### src/tle_pkg.sv
// Shared types, constants and helpers for the terminal line editor.
package tle_pkg;

    // Line buffer size; one slot stays free, so at most capacity - 1 characters are held
    localparam int BUFFER_CAPACITY = 64;
    localparam int CNT_W           = $clog2(BUFFER_CAPACITY);
    localparam int COL_W           = 7;
    localparam int LEN_W           = 6;
    localparam int SECS_W          = 19;
    localparam int STEP_W          = 5;

    // Work queue between front and back
    localparam int QUEUE_DEPTH = 4;
    localparam int QPTR_W      = $clog2(QUEUE_DEPTH);

    // Input commands
    localparam logic [1:0] CMD_BYTE  = 2'd0;
    localparam logic [1:0] CMD_CLOCK = 2'd1;
    localparam logic [1:0] CMD_CLEAR = 2'd2;
    localparam logic [1:0] CMD_READ  = 2'd3;

    // Result kinds
    localparam logic [1:0] KIND_TERM   = 2'd0;
    localparam logic [1:0] KIND_RETURN = 2'd1;
    localparam logic [1:0] KIND_READ   = 2'd2;

    // Terminal characters
    localparam logic [7:0] CH_ESC      = 8'h1B;
    localparam logic [7:0] CH_LBRACKET = 8'h5B;
    localparam logic [7:0] CH_H        = 8'h48;
    localparam logic [7:0] CH_K        = 8'h4B;
    localparam logic [7:0] CH_G        = 8'h47;
    localparam logic [7:0] CH_COLON    = 8'h3A;
    localparam logic [7:0] CH_SEMI     = 8'h3B;
    localparam logic [7:0] CH_ONE      = 8'h31;
    localparam logic [7:0] CH_TWO      = 8'h32;
    localparam logic [7:0] CH_THREE    = 8'h33;
    localparam logic [7:0] CH_BS       = 8'h08;
    localparam logic [7:0] CH_SPACE    = 8'h20;
    localparam logic [7:0] CH_PRINT_LO = 8'h20;
    localparam logic [7:0] CH_PRINT_HI = 8'h7E;
    localparam logic [3:0] ASCII_DIGIT = 4'h3;

    // Clock display: 99:59:59 limit and reciprocals for exact division by 60
    localparam logic [SECS_W-1:0] MAX_SECONDS = 19'd359999;
    localparam logic [19:0]       SEC_RECIP   = 20'd559241;
    localparam int                SEC_SHIFT   = 25;
    localparam logic [13:0]       MIN_RECIP   = 14'd8739;
    localparam int                MIN_SHIFT   = 19;

    // Work classes handed from front to back
    typedef enum logic [2:0] {
        OP_ECHO,
        OP_BS,
        OP_RET,
        OP_CLOCK,
        OP_CLEAR,
        OP_READ
    } t_op;

    typedef struct packed {
        t_op               op;
        logic [7:0]        data;
        logic [SECS_W-1:0] secs;
        logic [COL_W-1:0]  col;
        logic [LEN_W-1:0]  length;
        logic              ovf;
    } t_entry;

    // Split a value below 100 into tens and ones digits
    function automatic logic [7:0] to_digits(input logic [6:0] v);
        logic [3:0] tens;
        logic [6:0] ones;
        tens = 4'd0;
        ones = v;
        for (int k = 1; k < 10; k++) begin
            if (v >= 7'(10 * k)) begin
                tens = 4'(k);
                ones = v - 7'(10 * k);
            end
        end
        return {tens, ones[3:0]};
    endfunction

endpackage

### src/tle_front.sv
// Front end: accepts words, updates the line buffer and count, classifies the work.
module tle_front (
    input  logic                          i_clk,
    input  logic                          i_rst_n,
    input  logic                          i_in_valid,
    output logic                          o_in_ready,
    input  logic [1:0]                    i_command,
    input  logic [7:0]                    i_data_byte,
    input  logic [tle_pkg::SECS_W-1:0]    i_elapsed_seconds,
    input  logic [5:0]                    i_read_index,
    output logic                          o_push,
    output tle_pkg::t_entry               o_entry,
    input  logic                          i_full
);

    logic [tle_pkg::CNT_W-1:0] r_count;
    logic [tle_pkg::CNT_W-1:0] n_count;
    logic [7:0]                r_line [tle_pkg::BUFFER_CAPACITY];
    logic [7:0]                r_rd_data;
    tle_pkg::t_entry           r_b;
    tle_pkg::t_entry           n_b;
    logic                      r_b_valid;
    logic                      r_b_hit;
    logic                      accept;
    logic                      wr_en;
    logic                      rd_en;
    logic                      printable;
    logic                      full_line;
    logic                      hit;
    logic [tle_pkg::SECS_W-1:0] secs_sat;

    assign o_push     = r_b_valid && !i_full;
    assign o_in_ready = !r_b_valid || !i_full;
    assign accept     = i_in_valid && o_in_ready;

    assign printable = (i_data_byte >= tle_pkg::CH_PRINT_LO) &&
                       (i_data_byte <= tle_pkg::CH_PRINT_HI);
    assign full_line = (r_count == tle_pkg::CNT_W'(tle_pkg::BUFFER_CAPACITY - 1));
    assign hit       = (8'(i_read_index) < 8'(r_count));
    assign secs_sat  = (i_elapsed_seconds > tle_pkg::MAX_SECONDS) ?
                       tle_pkg::MAX_SECONDS : i_elapsed_seconds;

    // Classify the incoming word and work out the new count
    always_comb begin
        n_count     = r_count;
        wr_en       = 1'b0;
        rd_en       = 1'b0;
        n_b.op      = tle_pkg::OP_RET;
        n_b.data    = i_data_byte;
        n_b.secs    = secs_sat;
        n_b.col     = tle_pkg::COL_W'(r_count) + tle_pkg::COL_W'(1);
        n_b.ovf     = 1'b0;
        unique case (i_command)
            tle_pkg::CMD_BYTE: begin
                if (printable) begin
                    if (!full_line) begin
                        n_b.op  = tle_pkg::OP_ECHO;
                        n_count = r_count + tle_pkg::CNT_W'(1);
                        wr_en   = 1'b1;
                    end else begin
                        n_b.ovf = 1'b1;
                    end
                end else if (i_data_byte == tle_pkg::CH_BS && r_count != '0) begin
                    n_b.op  = tle_pkg::OP_BS;
                    n_count = r_count - tle_pkg::CNT_W'(1);
                end
            end
            tle_pkg::CMD_CLOCK: begin
                n_b.op = tle_pkg::OP_CLOCK;
            end
            tle_pkg::CMD_CLEAR: begin
                n_b.op  = tle_pkg::OP_CLEAR;
                n_count = '0;
            end
            default: begin
                n_b.op   = tle_pkg::OP_READ;
                n_b.data = 8'h00;
                rd_en    = 1'b1;
            end
        endcase
        n_b.length = tle_pkg::LEN_W'(n_count);
    end

    // Hold the count and the stage valid flag
    always_ff @(posedge i_clk) begin
        if (!i_rst_n) begin
            r_count   <= '0;
            r_b_valid <= 1'b0;
        end else begin
            if (accept) begin
                r_count   <= n_count;
                r_b_valid <= 1'b1;
            end else if (o_push) begin
                r_b_valid <= 1'b0;
            end
        end
    end

    // Capture the classified word
    always_ff @(posedge i_clk) begin
        if (accept) begin
            r_b     <= n_b;
            r_b_hit <= hit;
        end
    end

    // Line buffer: write on append, registered read for buffer reads
    always_ff @(posedge i_clk) begin
        if (accept && wr_en) begin
            r_line[r_count] <= i_data_byte;
        end
        if (accept && rd_en) begin
            r_rd_data <= r_line[tle_pkg::CNT_W'(i_read_index)];
        end
    end

    // Merge read data into the queued word
    always_comb begin
        o_entry = r_b;
        if (r_b.op == tle_pkg::OP_READ && r_b_hit) begin
            o_entry.data = r_rd_data;
        end
    end

endmodule

### src/tle_queue.sv
// Short work queue that decouples the front end from the output sequencer.
module tle_queue (
    input  logic            i_clk,
    input  logic            i_rst_n,
    input  logic            i_push,
    input  tle_pkg::t_entry i_entry,
    output logic            o_full,
    input  logic            i_pop,
    output logic            o_empty,
    output tle_pkg::t_entry o_head
);

    tle_pkg::t_entry             r_slot [tle_pkg::QUEUE_DEPTH];
    logic [tle_pkg::QPTR_W-1:0]  r_wr_ptr;
    logic [tle_pkg::QPTR_W-1:0]  r_rd_ptr;
    logic [tle_pkg::QPTR_W:0]    r_fill;

    assign o_full  = (r_fill == (tle_pkg::QPTR_W + 1)'(tle_pkg::QUEUE_DEPTH));
    assign o_empty = (r_fill == '0);
    assign o_head  = r_slot[r_rd_ptr];

    // Advance pointers and fill level
    always_ff @(posedge i_clk) begin
        if (!i_rst_n) begin
            r_wr_ptr <= '0;
            r_rd_ptr <= '0;
            r_fill   <= '0;
        end else begin
            if (i_push) begin
                r_wr_ptr <= r_wr_ptr + tle_pkg::QPTR_W'(1);
            end
            if (i_pop) begin
                r_rd_ptr <= r_rd_ptr + tle_pkg::QPTR_W'(1);
            end
            if (i_push && !i_pop) begin
                r_fill <= r_fill + (tle_pkg::QPTR_W + 1)'(1);
            end else if (!i_push && i_pop) begin
                r_fill <= r_fill - (tle_pkg::QPTR_W + 1)'(1);
            end
        end
    end

    // Store pushed words
    always_ff @(posedge i_clk) begin
        if (i_push) begin
            r_slot[r_wr_ptr] <= i_entry;
        end
    end

endmodule

### src/tle_back.sv
// Back end: expands each queued word into terminal bytes, one per cycle while the consumer accepts them.
module tle_back (
    input  logic                      i_clk,
    input  logic                      i_rst_n,
    input  logic                      i_empty,
    input  tle_pkg::t_entry           i_head,
    output logic                      o_pop,
    output logic                      o_out_valid,
    input  logic                      i_out_ready,
    output logic [1:0]                o_kind,
    output logic [7:0]                o_out_byte,
    output logic [tle_pkg::LEN_W-1:0] o_line_length,
    output logic                      o_overflow,
    output logic                      o_last
);

    tle_pkg::t_entry            r_cur;
    logic                       r_cur_valid;
    logic [tle_pkg::STEP_W-1:0] r_step;
    logic                       r_out_valid;
    logic [1:0]                 r_out_kind;
    logic [7:0]                 r_out_byte;
    logic [tle_pkg::LEN_W-1:0]  r_out_len;
    logic                       r_out_ovf;
    logic                       r_out_last;

    // Clock digit pipeline
    logic [12:0]                r_mtot;
    logic [6:0]                 r_hours;
    logic [5:0]                 r_sec;
    logic [5:0]                 r_min;
    logic [38:0]                sec_prod;
    logic [26:0]                min_prod;

    logic                       out_free;
    logic                       advance;
    logic [1:0]                 e_kind;
    logic [7:0]                 e_byte;
    logic                       e_ovf;
    logic                       e_last;
    logic [7:0]                 hd;
    logic [7:0]                 md;
    logic [7:0]                 sd;
    logic [7:0]                 cd;

    assign out_free = !r_out_valid || i_out_ready;
    assign advance  = r_cur_valid && out_free;
    assign o_pop    = !i_empty && (!r_cur_valid || (advance && e_last));

    // Split seconds into h/m/s over three registered steps
    assign sec_prod = 39'(r_cur.secs) * 39'(tle_pkg::SEC_RECIP);
    assign min_prod = 27'(r_mtot) * 27'(tle_pkg::MIN_RECIP);

    always_ff @(posedge i_clk) begin
        r_mtot  <= 13'(sec_prod >> tle_pkg::SEC_SHIFT);
        r_hours <= 7'(min_prod >> tle_pkg::MIN_SHIFT);
        r_sec   <= 6'(r_cur.secs - ((19'(r_mtot) << 6) - (19'(r_mtot) << 2)));
        r_min   <= 6'(r_mtot - ((13'(r_hours) << 6) - (13'(r_hours) << 2)));
    end

    assign hd = tle_pkg::to_digits(r_hours);
    assign md = tle_pkg::to_digits(7'(r_min));
    assign sd = tle_pkg::to_digits(7'(r_sec));
    assign cd = tle_pkg::to_digits(r_cur.col);

    // Pick the byte for the current step
    always_comb begin
        e_kind = tle_pkg::KIND_TERM;
        e_byte = 8'h00;
        e_ovf  = 1'b0;
        e_last = 1'b0;
        unique case (r_cur.op)
            tle_pkg::OP_ECHO: begin
                if (r_step == '0) begin
                    e_byte = r_cur.data;
                end else begin
                    e_kind = tle_pkg::KIND_RETURN;
                    e_byte = r_cur.data;
                    e_last = 1'b1;
                end
            end
            tle_pkg::OP_BS: begin
                case (r_step)
                    5'd0:    e_byte = tle_pkg::CH_BS;
                    5'd1:    e_byte = tle_pkg::CH_SPACE;
                    5'd2:    e_byte = tle_pkg::CH_BS;
                    default: begin
                        e_kind = tle_pkg::KIND_RETURN;
                        e_byte = r_cur.data;
                        e_last = 1'b1;
                    end
                endcase
            end
            tle_pkg::OP_RET: begin
                e_kind = tle_pkg::KIND_RETURN;
                e_byte = r_cur.data;
                e_ovf  = r_cur.ovf;
                e_last = 1'b1;
            end
            tle_pkg::OP_READ: begin
                e_kind = tle_pkg::KIND_READ;
                e_byte = r_cur.data;
                e_last = 1'b1;
            end
            tle_pkg::OP_CLEAR: begin
                case (r_step)
                    5'd0:    e_byte = tle_pkg::CH_ESC;
                    5'd1:    e_byte = tle_pkg::CH_LBRACKET;
                    5'd2:    e_byte = tle_pkg::CH_TWO;
                    5'd3:    e_byte = tle_pkg::CH_K;
                    5'd4:    e_byte = tle_pkg::CH_ESC;
                    5'd5:    e_byte = tle_pkg::CH_LBRACKET;
                    5'd6:    e_byte = tle_pkg::CH_ONE;
                    default: begin
                        e_byte = tle_pkg::CH_G;
                        e_last = 1'b1;
                    end
                endcase
            end
            default: begin
                case (r_step)
                    5'd0:    e_byte = tle_pkg::CH_ESC;
                    5'd1:    e_byte = tle_pkg::CH_LBRACKET;
                    5'd2:    e_byte = tle_pkg::CH_H;
                    5'd3:    e_byte = {tle_pkg::ASCII_DIGIT, hd[7:4]};
                    5'd4:    e_byte = {tle_pkg::ASCII_DIGIT, hd[3:0]};
                    5'd5:    e_byte = tle_pkg::CH_COLON;
                    5'd6:    e_byte = {tle_pkg::ASCII_DIGIT, md[7:4]};
                    5'd7:    e_byte = {tle_pkg::ASCII_DIGIT, md[3:0]};
                    5'd8:    e_byte = tle_pkg::CH_COLON;
                    5'd9:    e_byte = {tle_pkg::ASCII_DIGIT, sd[7:4]};
                    5'd10:   e_byte = {tle_pkg::ASCII_DIGIT, sd[3:0]};
                    5'd11:   e_byte = tle_pkg::CH_ESC;
                    5'd12:   e_byte = tle_pkg::CH_LBRACKET;
                    5'd13:   e_byte = tle_pkg::CH_THREE;
                    5'd14:   e_byte = tle_pkg::CH_SEMI;
                    5'd15:   e_byte = {tle_pkg::ASCII_DIGIT, cd[7:4]};
                    5'd16:   e_byte = {tle_pkg::ASCII_DIGIT, cd[3:0]};
                    default: begin
                        e_byte = tle_pkg::CH_H;
                        e_last = 1'b1;
                    end
                endcase
            end
        endcase
    end

    // Sequence the current word and the output register
    always_ff @(posedge i_clk) begin
        if (!i_rst_n) begin
            r_cur_valid <= 1'b0;
            r_step      <= '0;
            r_out_valid <= 1'b0;
        end else begin
            if (o_pop) begin
                r_cur_valid <= 1'b1;
                r_step      <= '0;
            end else if (advance && e_last) begin
                r_cur_valid <= 1'b0;
            end else if (advance) begin
                r_step <= r_step + tle_pkg::STEP_W'(1);
            end
            if (advance) begin
                r_out_valid <= 1'b1;
            end else if (i_out_ready) begin
                r_out_valid <= 1'b0;
            end
        end
    end

    // Load the next word and the emitted result
    always_ff @(posedge i_clk) begin
        if (o_pop) begin
            r_cur <= i_head;
        end
        if (advance) begin
            r_out_kind <= e_kind;
            r_out_byte <= e_byte;
            r_out_len  <= r_cur.length;
            r_out_ovf  <= e_ovf;
            r_out_last <= e_last;
        end
    end

    assign o_out_valid   = r_out_valid;
    assign o_kind        = r_out_kind;
    assign o_out_byte    = r_out_byte;
    assign o_line_length = r_out_len;
    assign o_overflow    = r_out_ovf;
    assign o_last        = r_out_last;

endmodule

### src/terminal_line_editor_echo_top.sv
// Terminal line editor top level: front end, work queue and output sequencer.
// A word's first result passes the front-end register, a queue slot, the sequencer's
// current-word register and its single output register. Results leave one per cycle
// while the consumer takes them; a word has 1 to 18 results (a clock word 18).
// Input words are taken every cycle while the four-entry work queue has room.
// Reset clears the line count and the work queue; the line buffer is not cleared.
module terminal_line_editor_echo_top (
    input  logic        i_clk,
    input  logic        i_rst_n,
    input  logic        i_in_valid,
    output logic        o_in_ready,
    input  logic [1:0]  i_command,
    input  logic [7:0]  i_data_byte,
    input  logic [18:0] i_elapsed_seconds,
    input  logic [5:0]  i_read_index,
    output logic        o_out_valid,
    input  logic        i_out_ready,
    output logic [1:0]  o_kind,
    output logic [7:0]  o_out_byte,
    output logic [5:0]  o_line_length,
    output logic        o_overflow,
    output logic        o_last
);

    tle_pkg::t_entry push_entry;
    tle_pkg::t_entry head_entry;
    logic            push;
    logic            pop;
    logic            q_full;
    logic            q_empty;

    // Accept and classify
    tle_front u_front (
        .i_clk             (i_clk),
        .i_rst_n           (i_rst_n),
        .i_in_valid        (i_in_valid),
        .o_in_ready        (o_in_ready),
        .i_command         (i_command),
        .i_data_byte       (i_data_byte),
        .i_elapsed_seconds (i_elapsed_seconds),
        .i_read_index      (i_read_index),
        .o_push            (push),
        .o_entry           (push_entry),
        .i_full            (q_full)
    );

    // Buffer classified words
    tle_queue u_queue (
        .i_clk   (i_clk),
        .i_rst_n (i_rst_n),
        .i_push  (push),
        .i_entry (push_entry),
        .o_full  (q_full),
        .i_pop   (pop),
        .o_empty (q_empty),
        .o_head  (head_entry)
    );

    // Emit terminal bytes
    tle_back u_back (
        .i_clk         (i_clk),
        .i_rst_n       (i_rst_n),
        .i_empty       (q_empty),
        .i_head        (head_entry),
        .o_pop         (pop),
        .o_out_valid   (o_out_valid),
        .i_out_ready   (i_out_ready),
        .o_kind        (o_kind),
        .o_out_byte    (o_out_byte),
        .o_line_length (o_line_length),
        .o_overflow    (o_overflow),
        .o_last        (o_last)
    );

endmodule
### config.mk
export PLATFORM = sky130hd
export DESIGN_NAME = terminal_line_editor_echo_top
export DESIGN_NICKNAME = d
export VERILOG_FILES = /design/src/tle_pkg.sv /design/src/tle_front.sv /design/src/tle_queue.sv /design/src/tle_back.sv /design/src/terminal_line_editor_echo_top.sv
export SDC_FILE = /design/constraint.sdc
export NUM_CORES = 1
export LEC_CHECK = 0
export BUFFER_PORTS_ARGS = -buffer_cell sky130_fd_sc_hd__buf_2
export CORE_MARGIN = 2
export CORE_UTILIZATION = 47
export CTS_BUF_LIST = sky130_fd_sc_hd__clkbuf_16
export DETAILED_ROUTE_END_ITERATION = 8
export PLACE_DENSITY = 0.6
export SKIP_LAST_GASP = 1
export SLEW_MARGIN = 0
export SYNTH_ARGS = -nofsm -noshare
export SYNTH_HDL_FRONTEND = slang
export SYNTH_SLANG_ARGS = --single-unit
### constraint.sdc
create_clock -name i_clk -period 13.9 [get_ports i_clk]
set_clock_uncertainty 0.05 [all_clocks]
set_input_delay 2.085 -clock i_clk [delete_from_list [all_inputs] [get_ports i_clk]]
set_output_delay 2.085 -clock i_clk [all_outputs]
set_load 0.02 [all_outputs]
==> results of run 1 <==
[layout make-up]
| class | instances | area [sq um] |
|---|---|---|
| repair buffers | 79 | 459.2 |
| multi-input cells | 1243 | 13390 |
| inverters | 183 | 686.9 |
| clock inverters | 79 | 681.9 |
| flip-flops and latches | 856 | 25180 |
| clock buffers | 90 | 2252 |
| fillers | 6663 | 39550 |
| well taps | 1080 | 1351 |
| diodes | 2 | 5.005 |
[worst min-delay path by stage]
stage | from | end | slack [ps]
CTS | u_back.r_cur[2] | u_back.o_line_length[1] | 370
global route | u_back.r_cur[2] | u_back.o_line_length[1] | 370
floorplan | u_back.r_cur[1] | u_back.o_line_length[0] | 350
global placement | u_back.r_cur[1] | u_back.o_line_length[0] | 350
finish | u_back.r_cur[5] | u_back.o_line_length[4] | 370
detailed placement | u_back.r_cur[5] | u_back.o_line_length[4] | 360
[through the flow]
step	utilization (%)	instances	power (mW)	hold slack [ps]	cell area [sq um]
6_report	52.66	3612	11.19	371.4	44000
5_1_grt	52.66	3610	12.36	374.3	44000
4_1_cts	52.66	3610	11.37	369.0	44000
3_5_place_dp	49.15	3441	8.948	355.2	41060
3_3_place_gp	49.15	3441	8.842	352.1	41060
2_1_floorplan	-	2377	7.522	350.3	39620
[cell usage after synthesis (4+ instances only)]
library cell  number  area [sq um]
nor3_1            55         275.3
a41oi_1            4         35.03
nand3_1           28         140.1
buf_2             18         90.09
nor2b_1           20         125.1
mux2_2             9         101.4
clkbuf_1          60         225.2
nor4_1             6         37.54
nand3b_1           4         30.03
edfxtp_1         803         24110
a21boi_0          10         75.07
nor2_1           101         379.1
a31oi_1           13         81.33
a21oi_1           67         335.3
buf_1             15         56.30
a2111o_1           4         45.04
o221ai_1           6         52.55
o21a_1            13         97.59
mux4_2           212          4775
o31ai_1            6         45.04
o211ai_1          12         90.09
or3_1              7         43.79
and2_1            17         106.4
inv_1            181         679.4
or2_2             19         118.9
fa_1              61          1221
mux2i_1            9         90.09
o21bai_1           6         45.04
a31o_2             5         43.79
xnor2_1           33         289.0
ha_1             226          2828
dfxtp_1           53          1061
nand2_1           83         311.6
and3_1            10         62.56
nand4_1            7         43.79
a211oi_1          15         112.6
xor2_1            15         131.4
a21o_1            13         97.59
o22ai_1            5         31.28
nor3b_1            7         52.55
nand2b_1          17         106.4
o21ai_0           48         240.2
[layer usage]
layer | routed length, um | up-vias | part of all wire, % | global-route usage [%]
li1 | - | 9436 | - | -
met1 | 36860 | 10806 | 42 | 27.85
met2 | 43810 | 712 | 50 | 35.24
met3 | 5246 | 144 | 5.9 | 3.280
met4 | 2476 | 2 | 2.8 | 6.770
met5 | 13 | - | 0.015 | 0
[kinds of logic (layout without fill, tap and decap cells)]
family,count (synthesis),after routing
DFF,856,856
buffers and inverters,278,431
adders and majority gates,287,287
other,0,2
xor gates and xnor gates,48,48
and+or+nand+nor,400,400
AOI/OAI and AO/OA,278,278
muxes,230,230
[flip-flops by register name, indices dropped and copies added, names as in the netlist, 3 cells and up]
| register | flops |
|---|---|
| u_front.r_rd_data | 8 |
| u_front.r_count | 6 |
| u_queue.r_fill | 3 |
| u_back.r_step | 5 |
| u_back.r_hours | 7 |
| u_front.o_entry | 36 |
| u_front.r_b | 8 |
| u_back.r_min | 6 |
| u_back.o_line_length | 6 |
| u_back.r_mtot | 13 |
| u_back.r_sec | 6 |
| u_back.o_out_byte | 8 |
| u_back.r_cur | 44 |
| u_front.r_line | 512 |
| u_queue.r_slot | 176 |
[power breakdown]
group	total (mW)	leakage (nW)	internal [mW]	switching, mW
sequential	3.44	7.75	3.12	0.311
clock	2.34	1.50	1.34	1.00
combinational	5.41	6.32	2.37	3.04
==> results_dict.tcl, run 1 <==
set metrics [dict create \
    critPathLaunchType "input port" \
    max_slew.worst_pin.slew_ps 1288 \
    cts_tree "built" \
    ctsHoldBuffers 0 \
    netlist_instances 2377 \
    area_delta_synth_final_pct 11.07 \
    ys_ff_latch 856 \
    die_h_um 294.3 \
    fin_crit_sh_pct 43.54 \
    grt.overflow.total 0 \
    synth_nets 2703 \
    cts_buffer_depth 3 \
    fmax_mhz 165.2 \
    max-slew-margin-rel_pct 13.48 \
    synth_warnings 0 \
    syn_area_sq_mm 0.03962 \
    drv_cap 0 \
    path_delay_family "simple AND/OR/NAND/NOR gates" \
    gp_congestion 0.8509 \
    synth_top_family_by_area "multiplexers" \
    synthXorXnorAreaFrac_pct 1.061 \
    grt_max_degree 78 \
    start_util_pct 47.41 \
    r2r_setup_slack_ps 8480 \
    drive_gt1_share_pct 18.97 \
    cp_num_buf_inv 2 \
    layout_commonest_cell "edfxtp_1" \
    rsz0062_at_grt "false" \
    routedWlPerCell_um 24.47 \
    p_leak_nw 15.56 \
    cts_buffers 90 \
    synth_cell_types 85 \
    synth_compound_area_share_pct 4.858 \
    muxShareOfSynthArea_pct 12.54 \
    worst-setup-path-type "input port to register" \
    nets 2779 \
    p_per_area_mw_per_mm2 254.3 \
    clock_latency_ps 650 \
    fin_ws_ps 7848 \
    core_area_sq_mm 0.08356 \
    cp.required_ps 14130 \
    crit_path_max_fanout 37 \
    synth-main-ff-cell "edfxtp_1" \
    max_stage_delay_ps 820 \
    track_usage_pct 20.88 \
    ios 59 \
    viasPerCell 5.842 \
    synth_edf_count 803 \
    ys_seq_area_share_pct 63.55 \
    drt_pre_antenna_iters 5 \
    numPortBuffers 58 \
    hold_viol_final 0 \
    ant_nets 0 \
    grt_pass1_wl_um 135300 \
    drtIter0Drc 1862 \
    cts_resized 0 \
    crit_path_frequent_cell "nor2_1" \
    cp.arrival_ps 6280 \
    dieArea_sq_mm 0.08663 \
    cp-endpoint "u_front.r_line[26][5]" \
    worstHoldPathCells 0 \
    async_flop_share_pct 0 \
    drt-total-wl_um 88400 \
    synth_adder_area_share_pct 10.22 \
    antenna_found_initial 1 \
    status "finished, final reports clean" \
    cp_cell_sequence "buf_2, buf_4, nand4_1, o221ai_1, nor2_1, nand4_4, nor2_1, nand3_1, nor2_1" \
    root_buffer "clkbuf_16" \
    syn_area_per_cell_sq_um 16.67 \
    hold_class "register to register" \
    min_period_ps 6052 \
    vdd.ir_drop.worst_mv 0.3736 \
    reg2reg_from "u_back.r_cur[32]" \
    startpoint "i_data_byte[6]" \
    dp_hpwl_um 57670 \
    route.detailed.drc 0 \
    post-cts-setup-buffers 0 \
    crit_path_end_kind "register" \
    clk_pin_slew_worst_paths_ps 60 \
    h-tree-depth 3 \
    fp.dieW_um 294.3 \
    setup_viol 0 \
    yosys.area_share.simple_pct 5.069 \
    r2r_end "u_back.r_mtot[6]" \
    cp.depth 9 \
    via_count 21100 \
    rr_worst_depth 16 \
    drv_slew 0 \
    cp_slowest_cell "nor2_1" \
    num_rows 106 \
    numClockSinks 856 \
    first_global_vias 21785 \
    tns_ps 0 \
    pre_cts_ws_ps 7308 \
    final_cell_mix "edfxtp_1, ha_1, mux4_2" \
]
Note: power is estimated with default switching activity, not from simulation.
==> run 2, diff against run 1 <==
Clock period 13.9 ns to 5.6 ns, I/O delays scaled along.
==> run 2 against run 1 <==
Via count decreased by 0.77%. Critical path depth increased by 7. Clock power increased by 140%. Flip-flop and latch count unchanged. Sequential share of layout area decreased by 0.45 points. Final area grew 0.79%.
==> results_dict.tcl, run 2 (synthesis results as in run 1) <==
set metrics [dict create \
    swShare_pct 39.10 \
    num_rows 106 \
    grt_pass1_wl_um 133600 \
    route.detailed.drc 0 \
    routedWlPerCell_um 23.61 \
    r2r_setup_slack_ps 310 \
    drv_cap 0 \
    viasPerCell 5.716 \
    critPathLaunchType "register" \
    start_util_pct 47.41 \
    fmax_mhz 189.1 \
    dp_hpwl_um 56750 \
    track_usage_pct 20.36 \
    first_global_vias 21791 \
    clk_pin_slew_worst_paths_ps 60 \
    max-slew-margin-rel_pct 11.90 \
    hold_class "register to register" \
    cp.arrival_ps 5750 \
    crit_path_frequent_cell "fa_1" \
    numClockSinks 856 \
    vdd.ir_drop.worst_mv 0.7455 \
    grt.overflow.total 0 \
    largest_register_ffs 512 \
    setup_viol 0 \
    core_area_sq_mm 0.08356 \
    ant_nets 0 \
    die_h_um 294.3 \
    via_count 20938 \
    cp_slowest_cell "a2111oi_0" \
    fp.dieW_um 294.3 \
    crit_path_max_fanout 4 \
    cp_cell_sequence "ha_1, fa_1, inv_1, fa_1, inv_1, fa_1, fa_1, ha_1, a211oi_1, nor2_1, a2111oi_0, o211ai_1, a41o_1, a21oi_1, o21bai_1, xor2_1" \
    rsz0062_at_grt "false" \
    p_seq_share_pct 30.5 \
    intPower_mw 17.02 \
    area_delta_synth_final_pct 11.95 \
    drv_slew 0 \
    clockPowerShare_pct 20.4 \
    ios 59 \
    hp-start "u_back.r_cur[3]" \
    gp_congestion 0.8735 \
    r2r_end "u_back.r_mtot[6]" \
    tns_ps 0 \
    min_period_ps 5288 \
    cts_buffers 91 \
    switchingPower_mw 10.93 \
    max_slew.worst_pin.slew_ps 1311 \
    p_per_area_mw_per_mm2 630.0 \
    cp.required_ps 6060 \
    grt_max_degree 67 \
    dp.cells 3494 \
    cts_tree "built" \
    numPortBuffers 58 \
    n_fill_cell 6637 \
    worstHoldPathCells 0 \
    worstHoldEndpoint "u_back.o_line_length[2]" \
    h-tree-depth 3 \
    drive_gt1_share_pct 20.11 \
    drtIter0Drc 1403 \
    largest-register "u_front.r_line" \
    pwr-share-comb_pct 49.0 \
    drt-total-wl_um 86500 \
    status "finished, final reports clean" \
    p_leak_nw 15.82 \
    clock_latency_ps 640 \
    fin_cells 3663 \
    reg_top3 "u_front.r_line x512, u_queue.r_slot x176, u_back.r_cur x44" \
    antenna_found_initial 6 \
    root_buffer "clkbuf_16" \
    max_stage_delay_ps 540 \
    post-cts-setup-buffers 0 \
    layout_commonest_cell "edfxtp_1" \
    cts_resized 0 \
    reg2reg_from "u_back.r_cur[29]" \
    rr_worst_depth 16 \
    cp_num_buf_inv 2 \
    drt_pre_antenna_iters 5 \
    ctsHoldBuffers 0 \
    dieArea_sq_mm 0.08663 \
    crit_path_end_kind "register" \
    worst-setup-path-type "register to register" \
    final_cell_mix "edfxtp_1, ha_1, mux4_2" \
    cts_buffer_depth 3 \
    path_delay_family "adder cells" \
    hold_viol_final 0 \
    nets 2833 \
    fin_crit_sh_pct 94.42 \
]
-- run 2: area by class of cell --
type	count	area [sq um]	area share (%)
timing repair buffer	132	869.6	1.961
inverter	183	686.9	1.549
sequential	856	25180	56.77
clock inverter	75	574.3	1.295
clock buffer	92	2302	5.191
tap	1080	1351	3.047
antenna	2	5.005	0.01128
multi-input combinational	1243	13380	30.17
-- run 2: worst register-to-register path: stages (launching register included) --
cell and delay [ps]:
edfxtp_1 470, ha_1 370, fa_1 510, inv_1 50, fa_1 500, inv_1 60
fa_1 530, fa_1 420, ha_1 340, a211oi_1 220, nor2_1 70, a2111oi_0 540
o211ai_1 260, a41o_1 310, a21oi_1 230, o21bai_1 100, xor2_1 140
-- run 2: how the worst max path moves through the flow --
stage	from	to	depth (start not counted)
after global placement	u_back.r_cur[29]	u_back.r_mtot[6]	16
after detailed placement	u_back.r_cur[29]	u_back.r_mtot[6]	16
final	u_back.r_cur[29]	u_back.r_mtot[6]	16
after global routing	u_back.r_cur[29]	u_back.r_mtot[6]	16
after CTS	u_back.r_cur[29]	u_back.r_mtot[6]	16
after floorplan	u_back.r_cur[29]	u_back.r_mtot[6]	16
-- run 2: power groups by stage --
stage               Sequential, mW  Combinational (mW)  Clock, mW
CTS                           8.54                13.9       5.85
global route                  8.63                15.8       6.08
floorplan                     8.26                10.4          0
detailed placement            8.67                13.8          0
global placement              8.66                13.4          0
finish                        8.53                13.7       5.71
-- run 2: stage by stage --
| stage | cell area (sq um) | utilization (%) | power [mW] | setup WS (ps) | hold slack, ps |
|---|---|---|---|---|---|
| 5_1_grt | 44350 | 53.07 | 30.53 | 155.9 | 334.1 |
| 3_5_place_dp | 41460 | 49.63 | 22.47 | 361.3 | 355.4 |
| 3_3_place_gp | 41460 | 49.63 | 22.06 | 364.2 | 357.7 |
| 2_1_floorplan | 39620 | - | 18.64 | 689.7 | 350.3 |
| 6_report | 44350 | 53.08 | 27.94 | 312.4 | 367.0 |
| 4_1_cts | 44340 | 53.07 | 28.34 | 344.1 | 332.2 |
-- run 2: per-layer routing --
metal / GRT usage, % / wire length, um / vias up
li1: - / - / 9529
met1: 27.35 / 37200 / 10818
met2: 34.76 / 43510 / 442
met3: 3.167 / 3605 / 143
met4: 5.338 / 2159 / 6
met5: 0 / 25 / -
